`src/sv/yuyv2bgr_pkg.sv`:
```
// ----------------------------------------------------------------------------
// YUYV pair to BGR package
// Payload types, register indexes, reset values, the sample difference and the coefficient multiply.
// ----------------------------------------------------------------------------
package yuyv2bgr_pkg;

	localparam int PIX_W     = 8;
	localparam int COEF_W    = 11;
	localparam int DIFF_W    = PIX_W + 1;
	// An 11-bit unsigned coefficient times a 9-bit signed difference stays
	// within 20 signed bits; three such terms stay within 22.
	localparam int PROD_W    = 20;
	localparam int SUM_W     = 22;
	localparam int CFG_IDX_W = 3;
	localparam int CFG_DAT_W = COEF_W;

	typedef enum logic [CFG_IDX_W-1:0] {
		REG_LUMA_GAIN     = 3'd0,
		REG_CR_TO_RED     = 3'd1,
		REG_CB_TO_GREEN   = 3'd2,
		REG_CR_TO_GREEN   = 3'd3,
		REG_CB_TO_BLUE    = 3'd4,
		REG_LUMA_OFFSET   = 3'd5,
		REG_CHROMA_OFFSET = 3'd6
	} reg_idx_t;

	localparam logic [COEF_W-1:0] RST_LUMA_GAIN     = 11'd298;
	localparam logic [COEF_W-1:0] RST_CR_TO_RED     = 11'd409;
	localparam logic [COEF_W-1:0] RST_CB_TO_GREEN   = 11'd100;
	localparam logic [COEF_W-1:0] RST_CR_TO_GREEN   = 11'd208;
	localparam logic [COEF_W-1:0] RST_CB_TO_BLUE    = 11'd516;
	localparam logic [PIX_W-1:0]  RST_LUMA_OFFSET   = 8'd16;
	localparam logic [PIX_W-1:0]  RST_CHROMA_OFFSET = 8'd128;

	typedef struct packed {
		logic [PIX_W-1:0] luma_first;
		logic [PIX_W-1:0] chroma_blue;
		logic [PIX_W-1:0] luma_second;
		logic [PIX_W-1:0] chroma_red;
		logic             frame_last_in;
	} pair_in_t;

	typedef struct packed {
		logic [PIX_W-1:0] blue_first;
		logic [PIX_W-1:0] green_first;
		logic [PIX_W-1:0] red_first;
		logic [PIX_W-1:0] blue_second;
		logic [PIX_W-1:0] green_second;
		logic [PIX_W-1:0] red_second;
		logic             frame_last_out;
	} pair_out_t;

	// Signed difference of two unsigned samples.
	function automatic logic signed [DIFF_W-1:0] sample_diff(
		input logic [PIX_W-1:0] sample,
		input logic [PIX_W-1:0] offset
	);
		sample_diff = signed'({1'b0, sample}) - signed'({1'b0, offset});
	endfunction

	// Unsigned coefficient times signed difference.
	function automatic logic signed [PROD_W-1:0] coef_mul(
		input logic [COEF_W-1:0]        coef,
		input logic signed [DIFF_W-1:0] diff
	);
		logic signed [PROD_W-1:0] coef_ext;
		logic signed [PROD_W-1:0] diff_ext;
		coef_ext = PROD_W'(signed'({1'b0, coef}));
		diff_ext = PROD_W'(diff);
		coef_mul = coef_ext * diff_ext;
	endfunction

endpackage

```
`src/sv/yuyv_pair_to_bgr.sv`:
```
// ----------------------------------------------------------------------------
// YUYV pair to BGR converter
// Converts one YUYV 4:2:2 macropixel into two BGR pixels per clock while the output is not stalled.
// ----------------------------------------------------------------------------
// The block takes one transaction per clock while out_stall does not hold it
// back, and returns one transaction per accepted one, in order. Each
// transaction carries two luma samples that share one Cb and
// one Cr sample; the result carries two clamped BGR pixels and a copy of the
// last-pair flag. The four register stages are: offset removal, the six
// coefficient multiplies, the channel sums, and the shift, clamp and output
// register. Each stage advances when the stage after it is empty or advancing,
// so bubbles collapse and a stalled output only holds back what is behind it.
// The configuration registers (gain, chroma weights and offsets, with
// COEF_FRAC_BITS fraction bits in the coefficients) reset to BT.601 studio
// range values and should be written only while no transaction is in flight.
// Writes to an index beyond the register list are ignored.
module yuyv_pair_to_bgr #(
	parameter int COEF_FRAC_BITS = 8
) (
	input  logic                                 clk,
	input  logic                                 arst_n,
	input  logic                                 in_valid,
	output logic                                 in_stall,
	input  yuyv2bgr_pkg::pair_in_t               in_data,
	output logic                                 out_valid,
	input  logic                                 out_stall,
	output yuyv2bgr_pkg::pair_out_t              out_data,
	input  logic                                 cfg_wr_en,
	input  logic [yuyv2bgr_pkg::CFG_IDX_W-1:0]   cfg_index,
	input  logic [yuyv2bgr_pkg::CFG_DAT_W-1:0]   cfg_data
);

	localparam int PIX_W  = yuyv2bgr_pkg::PIX_W;
	localparam int COEF_W = yuyv2bgr_pkg::COEF_W;
	localparam int DIFF_W = yuyv2bgr_pkg::DIFF_W;
	localparam int PROD_W = yuyv2bgr_pkg::PROD_W;
	localparam int SUM_W  = yuyv2bgr_pkg::SUM_W;
	// Bits of the sum at and above this position mean the channel exceeds 255.
	localparam int OVF_LSB = COEF_FRAC_BITS + PIX_W;

	// Configuration registers.
	logic [COEF_W-1:0] luma_gain_q;
	logic [COEF_W-1:0] cr_to_red_q;
	logic [COEF_W-1:0] cb_to_green_q;
	logic [COEF_W-1:0] cr_to_green_q;
	logic [COEF_W-1:0] cb_to_blue_q;
	logic [PIX_W-1:0]  luma_offset_q;
	logic [PIX_W-1:0]  chroma_offset_q;

	always_ff @(posedge clk or negedge arst_n) begin
		if (!arst_n) begin
			luma_gain_q     <= yuyv2bgr_pkg::RST_LUMA_GAIN;
			cr_to_red_q     <= yuyv2bgr_pkg::RST_CR_TO_RED;
			cb_to_green_q   <= yuyv2bgr_pkg::RST_CB_TO_GREEN;
			cr_to_green_q   <= yuyv2bgr_pkg::RST_CR_TO_GREEN;
			cb_to_blue_q    <= yuyv2bgr_pkg::RST_CB_TO_BLUE;
			luma_offset_q   <= yuyv2bgr_pkg::RST_LUMA_OFFSET;
			chroma_offset_q <= yuyv2bgr_pkg::RST_CHROMA_OFFSET;
		end else if (cfg_wr_en) begin
			unique case (yuyv2bgr_pkg::reg_idx_t'(cfg_index))
				yuyv2bgr_pkg::REG_LUMA_GAIN:     luma_gain_q     <= cfg_data;
				yuyv2bgr_pkg::REG_CR_TO_RED:     cr_to_red_q     <= cfg_data;
				yuyv2bgr_pkg::REG_CB_TO_GREEN:   cb_to_green_q   <= cfg_data;
				yuyv2bgr_pkg::REG_CR_TO_GREEN:   cr_to_green_q   <= cfg_data;
				yuyv2bgr_pkg::REG_CB_TO_BLUE:    cb_to_blue_q    <= cfg_data;
				yuyv2bgr_pkg::REG_LUMA_OFFSET:   luma_offset_q   <= cfg_data[PIX_W-1:0];
				yuyv2bgr_pkg::REG_CHROMA_OFFSET: chroma_offset_q <= cfg_data[PIX_W-1:0];
				default: begin
					// Index past the register list: the write is dropped.
				end
			endcase
		end
	end

	// Stage valids and the per-stage advance enables. A stage loads when it
	// is empty or its contents move on in the same clock.
	logic valid_s1, valid_s2, valid_s3, valid_s4;
	logic en_s1, en_s2, en_s3, en_s4;

	assign en_s4    = !valid_s4 || !out_stall;
	assign en_s3    = !valid_s3 || en_s4;
	assign en_s2    = !valid_s2 || en_s3;
	assign en_s1    = !valid_s1 || en_s2;
	assign in_stall = !en_s1;

	always_ff @(posedge clk or negedge arst_n) begin
		if (!arst_n) begin
			valid_s1 <= 1'b0;
			valid_s2 <= 1'b0;
			valid_s3 <= 1'b0;
			valid_s4 <= 1'b0;
		end else begin
			if (en_s1) valid_s1 <= in_valid;
			if (en_s2) valid_s2 <= valid_s1;
			if (en_s3) valid_s3 <= valid_s2;
			if (en_s4) valid_s4 <= valid_s3;
		end
	end

	// Stage 1: remove the luma footroom and the chroma center.
	logic signed [DIFF_W-1:0] dy1_s1, dy2_s1, db_s1, dr_s1;
	logic                     last_s1;

	always_ff @(posedge clk) begin
		if (en_s1) begin
			dy1_s1  <= yuyv2bgr_pkg::sample_diff(in_data.luma_first, luma_offset_q);
			dy2_s1  <= yuyv2bgr_pkg::sample_diff(in_data.luma_second, luma_offset_q);
			db_s1   <= yuyv2bgr_pkg::sample_diff(in_data.chroma_blue, chroma_offset_q);
			dr_s1   <= yuyv2bgr_pkg::sample_diff(in_data.chroma_red, chroma_offset_q);
			last_s1 <= in_data.frame_last_in;
		end
	end

	// Stage 2: the six coefficient products. The chroma terms are shared by
	// both pixels of the pair.
	logic signed [PROD_W-1:0] yt1_s2, yt2_s2, rcr_s2, gcb_s2, gcr_s2, bcb_s2;
	logic                     last_s2;

	always_ff @(posedge clk) begin
		if (en_s2) begin
			yt1_s2  <= yuyv2bgr_pkg::coef_mul(luma_gain_q, dy1_s1);
			yt2_s2  <= yuyv2bgr_pkg::coef_mul(luma_gain_q, dy2_s1);
			rcr_s2  <= yuyv2bgr_pkg::coef_mul(cr_to_red_q, dr_s1);
			gcb_s2  <= yuyv2bgr_pkg::coef_mul(cb_to_green_q, db_s1);
			gcr_s2  <= yuyv2bgr_pkg::coef_mul(cr_to_green_q, dr_s1);
			bcb_s2  <= yuyv2bgr_pkg::coef_mul(cb_to_blue_q, db_s1);
			last_s2 <= last_s1;
		end
	end

	// Stage 3: channel sums at full precision.
	logic signed [SUM_W-1:0] red1_s3, green1_s3, blue1_s3;
	logic signed [SUM_W-1:0] red2_s3, green2_s3, blue2_s3;
	logic                    last_s3;
	logic signed [SUM_W-1:0] green_chroma;

	assign green_chroma = SUM_W'(gcb_s2) + SUM_W'(gcr_s2);

	always_ff @(posedge clk) begin
		if (en_s3) begin
			red1_s3   <= SUM_W'(yt1_s2) + SUM_W'(rcr_s2);
			green1_s3 <= SUM_W'(yt1_s2) - green_chroma;
			blue1_s3  <= SUM_W'(yt1_s2) + SUM_W'(bcb_s2);
			red2_s3   <= SUM_W'(yt2_s2) + SUM_W'(rcr_s2);
			green2_s3 <= SUM_W'(yt2_s2) - green_chroma;
			blue2_s3  <= SUM_W'(yt2_s2) + SUM_W'(bcb_s2);
			last_s3   <= last_s2;
		end
	end

	// Floor shift by the fraction bits, then clamp to 0..255. A negative sum
	// stays negative after the shift and clamps to zero; any set bit above
	// the eight integer bits means the value is past 255.
	function automatic logic [PIX_W-1:0] clamp_channel(input logic signed [SUM_W-1:0] sum);
		if (sum[SUM_W-1]) begin
			clamp_channel = '0;
		end else if (|sum[SUM_W-2:OVF_LSB]) begin
			clamp_channel = '1;
		end else begin
			clamp_channel = sum[OVF_LSB-1:COEF_FRAC_BITS];
		end
	endfunction

	// Stage 4: clamp into the output register.
	yuyv2bgr_pkg::pair_out_t out_s4;

	always_ff @(posedge clk) begin
		if (en_s4) begin
			out_s4.blue_first     <= clamp_channel(blue1_s3);
			out_s4.green_first    <= clamp_channel(green1_s3);
			out_s4.red_first      <= clamp_channel(red1_s3);
			out_s4.blue_second    <= clamp_channel(blue2_s3);
			out_s4.green_second   <= clamp_channel(green2_s3);
			out_s4.red_second     <= clamp_channel(red2_s3);
			out_s4.frame_last_out <= last_s3;
		end
	end

	assign out_valid = valid_s4;
	assign out_data  = out_s4;

endmodule

```
`config.mk`:
```
export PLATFORM = sky130hd
export DESIGN_NAME = yuyv_pair_to_bgr
export DESIGN_NICKNAME = d
export VERILOG_FILES = /design/src/sv/yuyv2bgr_pkg.sv /design/src/sv/yuyv_pair_to_bgr.sv
export SDC_FILE = /design/constraint.sdc
export NUM_CORES = 2
export LEC_CHECK = 0
export BUFFER_PORTS_ARGS = -buffer_cell sky130_fd_sc_hd__clkbuf_2
export CORE_MARGIN = 3
export CORE_UTILIZATION = 50
export CTS_BUF_LIST = sky130_fd_sc_hd__clkbuf_8
export DETAILED_ROUTE_END_ITERATION = 16
export HOLD_SLACK_MARGIN = 0.03
export PLACE_DENSITY = 0.73
export REMOVE_ABC_BUFFERS = 1
export SLEW_MARGIN = 20
export SYNTH_ARGS = -nofsm -noshare
export SYNTH_HDL_FRONTEND = slang
export SYNTH_SLANG_ARGS = --single-unit
```
`constraint.sdc`:
```
create_clock -name clk -period 6.8 [get_ports clk]
set_input_delay 0.34 -clock clk [delete_from_list [all_inputs] [get_ports clk]]
set_output_delay 0.34 -clock clk [all_outputs]
set_load 0.1 [all_outputs]
```
==> out/results.txt <==
Status - completed
Slowest cell on crit path - edfxtp_1
Total setup buffers inserted after CTS - 0
Via count - 25800
Drt drc - 0
Height of the die - 282 µm
TritonCTS Buffers - 67
Setup TNS - 0 ns
Vias in the first global route - 26000
Synth Instances - 3702
Post-route ant nets - 0
Worst-case clock buffer depth - 3
Critical path's largest stage delay - 0.83 ns
Area grow syn2layout - 7.15%
Nets - 4694
Post-synth EDFFs - 288
CTS tree - done
First-pass DRT Iterations - 7
Syn Std Cell Area - 38100 µm²
Initial core utilization - 50.8%
Syn avg cell area - 10.3 µm²
Final WS setup - 1.25 ns
I/O Buffers - 102
Final critical-path required period - 5.55 ns
Die area - 79500 µm²
Required @ worst endpoint - 7.18 ns
Worst-path fanout max - 22
Crit path cell chain - nand2_1, fa_1, inv_1, fa_1, inv_1, fa_1, fa_1, inv_1, fa_1, ha_1, o21ai_0, a21boi_0, o211a_1, o21ai_0, o311ai_0
Total track usage - 22.4%
DR iter-0 viols - 1377
Clock sinks - 363
Post-DP HPWL - 68400 µm
CP dominant cell by count - fa_1
WL final - 86500 µm
Crit path launch type - flip-flop
Max Clock Skew - 0.0274 ns
Rows - 100
Post-Place Worst Slack - 1.28 ns
Ys flop type - edfxtp_1
Most frequent cells in the layout - inv_1 (517), ha_1 (498), fa_1 (389)
RePlAce Congestion - 0.911
Die width - 282 µm
Layout cell share with drive strength beyond 1 - 8.75%
RSZ-0062 raised after global routing - false
Root buf cell - clkbuf_8
Via density - 5.40
Most common cell after layout, fill and taps aside - inv_1
Kind of critical path - reg -> reg
Seq/Total Area, Yosys - 27.7%
Worst-path clk slew - 0.06 ns
Yosys warning total - 0
Max-capacitance violation count - 0
Slew margin rel. - 33.2%
Final period utilization - 81.6%
CP arrival - 5.92 ns
Grt total ovfl - 0
CP endpoint kind - flip-flop
Hold Path Class - in -> reg
Antenna violations before repair - 1
Avg WL per Cell - 18.1 µm
Endpoints failing hold - 0
Final setup violation count - 0
Worst Max-Slew Pin Slew - 1.00 ns
H-tree levels - 3
Worst Path Buf+Inv - 3
Worst hold slack - 0.114 ns
Clock insertion delay at the later pin of the skew report - 0.66 ns
Synth Register Bits - 363
Largest net degree at the start of global routing - 80
Async SR Flop Fraction - 20.7%
FMAX - 0.180 GHz
Cell variety after synth - 77
Critical path's top delay family - adder cells
IO Pins - 103
Placeable Area - 74900 µm²
Final slew viol count - 0
First-pass GRT wire length - 139000 µm
==> what timing repair did <==
action,4_1_cts,5_1_grt
hold buffers,3,0
setup endpoints to repair,0,0
endpoints found under the hold margin,24,0
gates resized for setup,0,0
==> metrics by stage <==
step                instance area [µm²]  utilization, %  std cells
floorplan                         37600               -       3572
global placement                  39400            52.6       4652
detailed placement                39400            52.6       4652
CTS                               40800            54.5       4776
global route                      40800            54.5       4776
finish                            40800            54.5       4777
==> area by class of cell <==
cell class | instances | area (µm²)
Timing Repair Buffer | 114 | 611
Fill cell | 6581 | 34100
Inverter | 495 | 1860
Clock buffer | 73 | 1000
Antenna cell | 1 | 2.50
Clock inverter | 48 | 365
Tap cell | 969 | 1210
Multi-Input combinational cell | 2714 | 25200
Sequential cell | 363 | 10500
==> final timing paths <==
path / end / slack, ns / from / depth (start not counted)
hold / removal: db_s1[8]$_DFFE_PN_ / 0.11 / in_data[24] / 3
min in group asynchronous: cb_to_blue_q[5]$_DFFE_PN0P_ / 0.12 / arst_n / 2
setup / recovery: gcb_s2[15]$_DFFE_PP_ / 1.25 / db_s1[0]$_DFFE_PN_ / 15
hold reg to reg: out_data[0]$_DFFE_PP_ / 0.42 / last_s3$_DFFE_PP_ / 0
setup reg to reg: gcb_s2[15]$_DFFE_PP_ / 1.25 / db_s1[0]$_DFFE_PN_ / 15
max in group asynchronous: luma_offset_q[5]$_DFFE_PN0P_ / 5.51 / arst_n / 3
==> kinds of logic after synthesis <==
group,synth area share (%)
adders and majority gates,36.8
AOI/OAI and AO/OA,8.73
muxes,2.18
buffers and inverters,6.18
DFF,27.7
and+or+nand+nor,14.3
xor gates and xnor gates,4.14
==> tightest hold or removal path, stage by stage <==
cell and delay, ns:
clkbuf_2 0.09, ha_1 0.13, a21oi_1 0.04
==> synthesized netlist by cell type, types with 4 or more instances <==
cell	count	share of area, %
ha_1	498	16
inv_1	495	4.9
fa_1	389	20
nand2_1	328	3.2
edfxtp_1	288	23
and2_1	280	4.6
nor2_1	202	2.0
a21oi_1	132	1.7
xnor2_1	129	3.0
clkbuf_1	127	1.3
o21ai_0	90	1.2
nor2b_1	88	1.4
mux2_2	71	2.1
a21o_1	64	1.3
dfrtp_1	56	3.7
nand2b_1	54	0.89
xor2_1	51	1.2
nor3_1	43	0.56
nand3_1	25	0.33
a211oi_1	21	0.41
o21a_1	21	0.41
and3_1	20	0.33
dfstp_2	19	1.3
o21bai_1	16	0.32
a21boi_0	14	0.28
a31oi_1	13	0.21
nand4_1	13	0.21
o21ai_1	12	0.16
a211o_1	9	0.21
a31o_2	7	0.16
nor4_1	7	0.11
o211ai_1	7	0.14
o31ai_1	7	0.14
or2_2	6	0.099
or3_1	6	0.099
o311ai_0	5	0.11
a2111oi_4	4	0.29
a221oi_1	4	0.092
a311oi_1	4	0.092
nor3b_1	4	0.079
o221a_2	4	0.12
o311a_1	4	0.11
o31a_1	4	0.092
==> state kept, by name, indices dropped and copies added, names as in the netlist, 11 cells and up <==
signal         count
red2_s3           13
out_data          49
cr_to_green_q     11
bcb_s2            20
blue2_s3          13
rcr_s2            20
luma_gain_q       11
yt1_s2            20
cr_to_red_q       11
green1_s3         14
cb_to_green_q     11
green2_s3         14
blue1_s3          13
gcb_s2            20
red1_s3           13
yt2_s2            20
gcr_s2            20
cb_to_blue_q      11
==> routing by layer <==
layer | wire, µm | share of wire [%] | GRT usage, %
met1 | 39100 | 45 | 30.9
met2 | 39500 | 46 | 35.7
met3 | 4890 | 5.6 | 4.03
met4 | 2990 | 3.5 | 7.65
met5 | 0 | 0 | 0
Power is not shown: default switching activity piles up to over one toggle a cycle in this logic, so the estimate is an artifact.
